===== src/hw/rtl/stm_cmp.sv =====
// Shared strict compare unit: picks left candidate only if strictly better.
// Depends on nothing beyond its ports.
`timescale 1ns / 1ps
module stm_cmp #(
    parameter int KW = 32
) (
    input  logic [KW-1:0] key_a,
    input  logic [KW-1:0] key_b,
    input  logic          use_max,
    output logic          take_a
);
    assign take_a = use_max ? (key_a > key_b) : (key_a < key_b);
endmodule


===== config.mk =====
export PLATFORM = sky130hd
export DESIGN_NAME = stm_cmp
export DESIGN_NICKNAME = d
export VERILOG_FILES = /design/src/hw/rtl/stm_cmp.sv
export SDC_FILE = /design/constraint.sdc
export NUM_CORES = 1
export LEC_CHECK = 0
export BUFFER_PORTS_ARGS = -buffer_cell sky130_fd_sc_hd__buf_2
export CORE_MARGIN = 4
export CORE_UTILIZATION = 42
export DETAILED_ROUTE_END_ITERATION = 12
export PLACE_DENSITY = 0.95
export RECOVER_POWER = 25
export SYNTH_ARGS = -nofsm -noshare
export SYNTH_HDL_FRONTEND = slang
export SYNTH_SLANG_ARGS = --single-unit

===== constraint.sdc =====
create_clock -name vclk -period 1.6
set_input_delay 0.08 -clock vclk [all_inputs]
set_output_delay 0.08 -clock vclk [all_outputs]
set_load 0.02 [all_outputs]

## Word-level counts from Yosys, hierarchy flattened

Cells that the tools add are included.

| operators by class | value |
|---|---|
| $lt $le $gt $ge | 2 |
| muxes and demuxes | 1 |

Operator list:

| cell | number |
|---|---|
| greater-than comparator 32 bit | 1 |
| < comparator 32 bit | 1 |
| two-way mux 1 bit | 1 |

| storage, ports and cells | value |
|---|---|
| register bits after elaboration | 0 |
| output and inout port bits | 1 |
| logic and storage cells | 3 |

## Longest topological paths before layout

| depth | value |
|---|---|
| depth in word-level cells | 2 |
| mapped depth | 8 |
| gate-level depth less buffers | 8 |

## Worst setup path after synthesis

Ideal clock, no wire load.

| path | value |
|---|---|
| path kind | input -> output |
| start point | input key_b[30] |
| end point | output take_a |
| stages on the path | 8 |
| arrival time | 1584 ps |
| path slack | -64 ps |
| buffers on the path | 0 |
| cell sequence | inv_1 -> ha_1 -> a21oi_2 -> nand2_1 -> a221o_1 -> a211oi_2 -> o21ai_1 -> mux2i_1 |

| on the way | value |
|---|---|
| word-level cells in the longest chain between the ends | 2 |
| elaborated cells on any way between the ends | 3 |
| classes of those cells | order compare (2); mux (1) |

Ends and longest elaborated chain:

| element | line | RTL |
|---|---|---|
| start, declared | 8 | `input logic [KW-1:0] key_b,` |
| < comparator 32 bit or greater-than comparator 32 bit (tied branches) | 12 | `assign take_a = use_max ? (key_a > key_b) : (key_a < key_b);` |
| two-way mux 1 bit (*) | 12 |  |
| end, declared | 10 | `output logic take_a` |

Every way passes the cells marked *; elsewhere a longest branch is shown, timed or not.

## Worst setup path in the final report

| path | value |
|---|---|
| start point | input key_b[31] |
| end point | output take_a |

The elaborated chain is that of the path after synthesis.

==> flow_summary.json <==
{
  "final-hold-violation-count": 0,
  "fin_crit_ns": 1.904,
  "relSlewSlack_pct": 75.99,
  "drv_slew": 0,
  "syn-num-nets": 215,
  "avgSynthCellArea_sq_um": 6.882,
  "dr.pass1.iters": 4,
  "tightestPinTransition_ns": 0.3563,
  "final_area_sq_um": 1684,
  "vias": 1320,
  "worstPathArrival_ns": 1.82,
  "antenna_cells": 0,
  "p_int_mw": 0.2593,
  "setup_viol": 1,
  "die_h_um": 51.97,
  "fillers": 49,
  "syn_area_sq_um": 812.0,
  "boundaryPins": 66,
  "ctsHoldBuffers": 0,
  "antenna_found_initial": 0,
  "clkPwrFrac_pct": 0,
  "die_area_sq_um": 2701,
  "drc_errors": 0,
  "core_area_sq_um": 1783,
  "min_period_over_period_pct": 119.0,
  "hold_path.class": "in2out",
  "synth_common_cells": "inv_1, ha_1, a21oi_1, nand2_1",
  "fin_ws_ns": -0.3041,
  "nets": 295,
  "crit_path_end_kind": "output port",
  "top_layer_used": "met4",
  "synth_top_area_cell": "ha_1",
  "drt.antenna.violating_nets": 0,
  "grt_start_max_net_pins": 4,
  "nClkBuffers": 0,
  "grt_overflow": 0,
  "worst_setup_path_start_kind": "input port",
  "ir_drop_uv": 217.5,
  "worst-path-max-fanout": 3,
  "grt_pass1_vias": 1380,
  "vias_per_cell": 5.973,
  "timing.fmax_mhz": 525.2,
  "place.gp.congestion": 0.7874,
  "regArea_sq_um": 0,
  "seq_cell_count": 0,
  "wl_met1_mm": 1.708,
  "pre_cts_ws_ns": -0.2196,
  "switchingPower_mw": 0.2407,
  "p_per_area_nw_per_um2": 296.9,
  "synth.area.top_cells": "ha_1, inv_1, a21oi_1",
  "netlist_instances": 118,
  "num_rows": 15,
  "ys_seq_area_share_pct": 0,
  "track_usage_pct": 28.77,
  "switching_share_pct": 48.14,
  "wl_met3_um": 345,
  "die_x_um": 51.97,
  "start_util_pct": 45.54,
  "grt_pass1_wl_mm": 5.816,
  "critPathKind": "in2out",
  "ys.warnings.count": 0,
  "ys_types": 16,
  "port_buffers": 66,
  "wl_met2_mm": 2.574,
  "max_cap_violations": 0,
  "rsz0062_at_grt": "true",
  "wl_mm": 5.014,
  "place_area_sq_um": 1241,
  "violations": "negative setup slack",
  "synth.most_common_cell": "inv_1",
  "run_status": "complete, but fails checks",
  "p_leak_nw": 0.8805,
  "synth_top_area_share_pct": 49.31,
  "p_comb_share_pct": 100.0,
  "wl_per_cell_um": 22.69,
  "syn2layout_area_growth_pct": 107.4,
  "layout-drive-gt1-share_pct": 64.29,
  "hpwl_mm": 2.498,
  "drtIter0Drc": 66,
  "seqPwrFrac_pct": 0,
  "cp_data_required_time_ns": 1.52
}
[final cells by class]
type,count,area (sq um),area share [%]
Multi-Input combinational cell,85,1003,59.58
Timing Repair Buffer,78,523.0,31.05
Inverter,33,126.4,7.504
Tap cell,25,31.28,1.857
[routing by layer]
layer	up-vias	GRT usage, %
met2	109	59.62
li1	559	-
met3	38	4.585
met1	614	23.47
met5	-	0
met4	0	20.09
[cells by family (layout without fill, tap and decap cells)]
kind of cell | Yosys count | after routing | synth area share [%]
mux | 1 | 1 | 1.233
buf+inv | 33 | 111 | 15.25
compound gates | 26 | 26 | 19.57
simple gates | 26 | 26 | 14.64
fa+ha+maj | 32 | 32 | 49.31
[stage by stage]
step | setup TNS, ns | hold slack, ns | power (mW) | util (%) | cells
finish | -0.3041 | 0.5247 | 0.5000 | 94.46 | 221
global route | -0.4106 | 0.5377 | 0.5324 | 94.46 | 221
CTS | -0.1290 | 0.4901 | 0.3803 | 86.60 | 219
detailed placement | -0.2196 | 0.4893 | 0.2953 | 69.61 | 215
global placement | -0.1518 | 0.4730 | 0.2713 | 69.61 | 215
floorplan | 0 | 0.2549 | 0.1545 | - | 118
[critical path: stages]
cell      delay [ns]
buf_2           0.08
inv_1           0.07
ha_4            0.28
nand4_1         0.22
buf_4           0.22
buf_4           0.12
a21oi_1         0.18
a211oi_2        0.07
o21ai_2         0.09
mux2i_2         0.24
buf_4           0.18
[placed cells by master (no fill, tap or decap)]
master	instances
a211oi_2	2
a21o_1	2
a21oi_1	11
a21oi_2	2
a21oi_4	1
a221o_1	2
buf_2	49
buf_4	13
buf_6	16
ha_1	12
ha_4	20
inv_1	18
inv_2	14
inv_4	1
mux2i_2	1
nand2_1	9
nand2_2	1
nand2_4	1
nand3_1	5
nand4_1	4
nor2_1	3
nor2_2	1
nor4_2	1
nor4_4	1
o21ai_0	2
o21ai_1	2
o21ai_2	2
[power by group through the flow]
stage               Combinational, mW  Clock [mW]  Sequential, mW
floorplan                       0.155           0               0
global placement                0.271           0               0
detailed placement              0.295           0               0
CTS                             0.380           0               0
global route                    0.532           0               0
finish                          0.500           0               0
[repair_timing]
item                                    CTS  global route
resized for setup                        44            24
hold endpoints to repair                  0             0
buffers inserted                          4             2
pin swaps                                21            13
endpoints found under the setup margin    1             1
[path summary, 6_finish.rpt]
kind / slack [ns] / cells after the start / startpoint / end
worst max-delay path: -0.30 / 11 / key_b[31] / take_a
worst min-delay path: 0.52 / 3 / use_max / take_a
No activity file was read; power rests on OpenSTA's default activity.
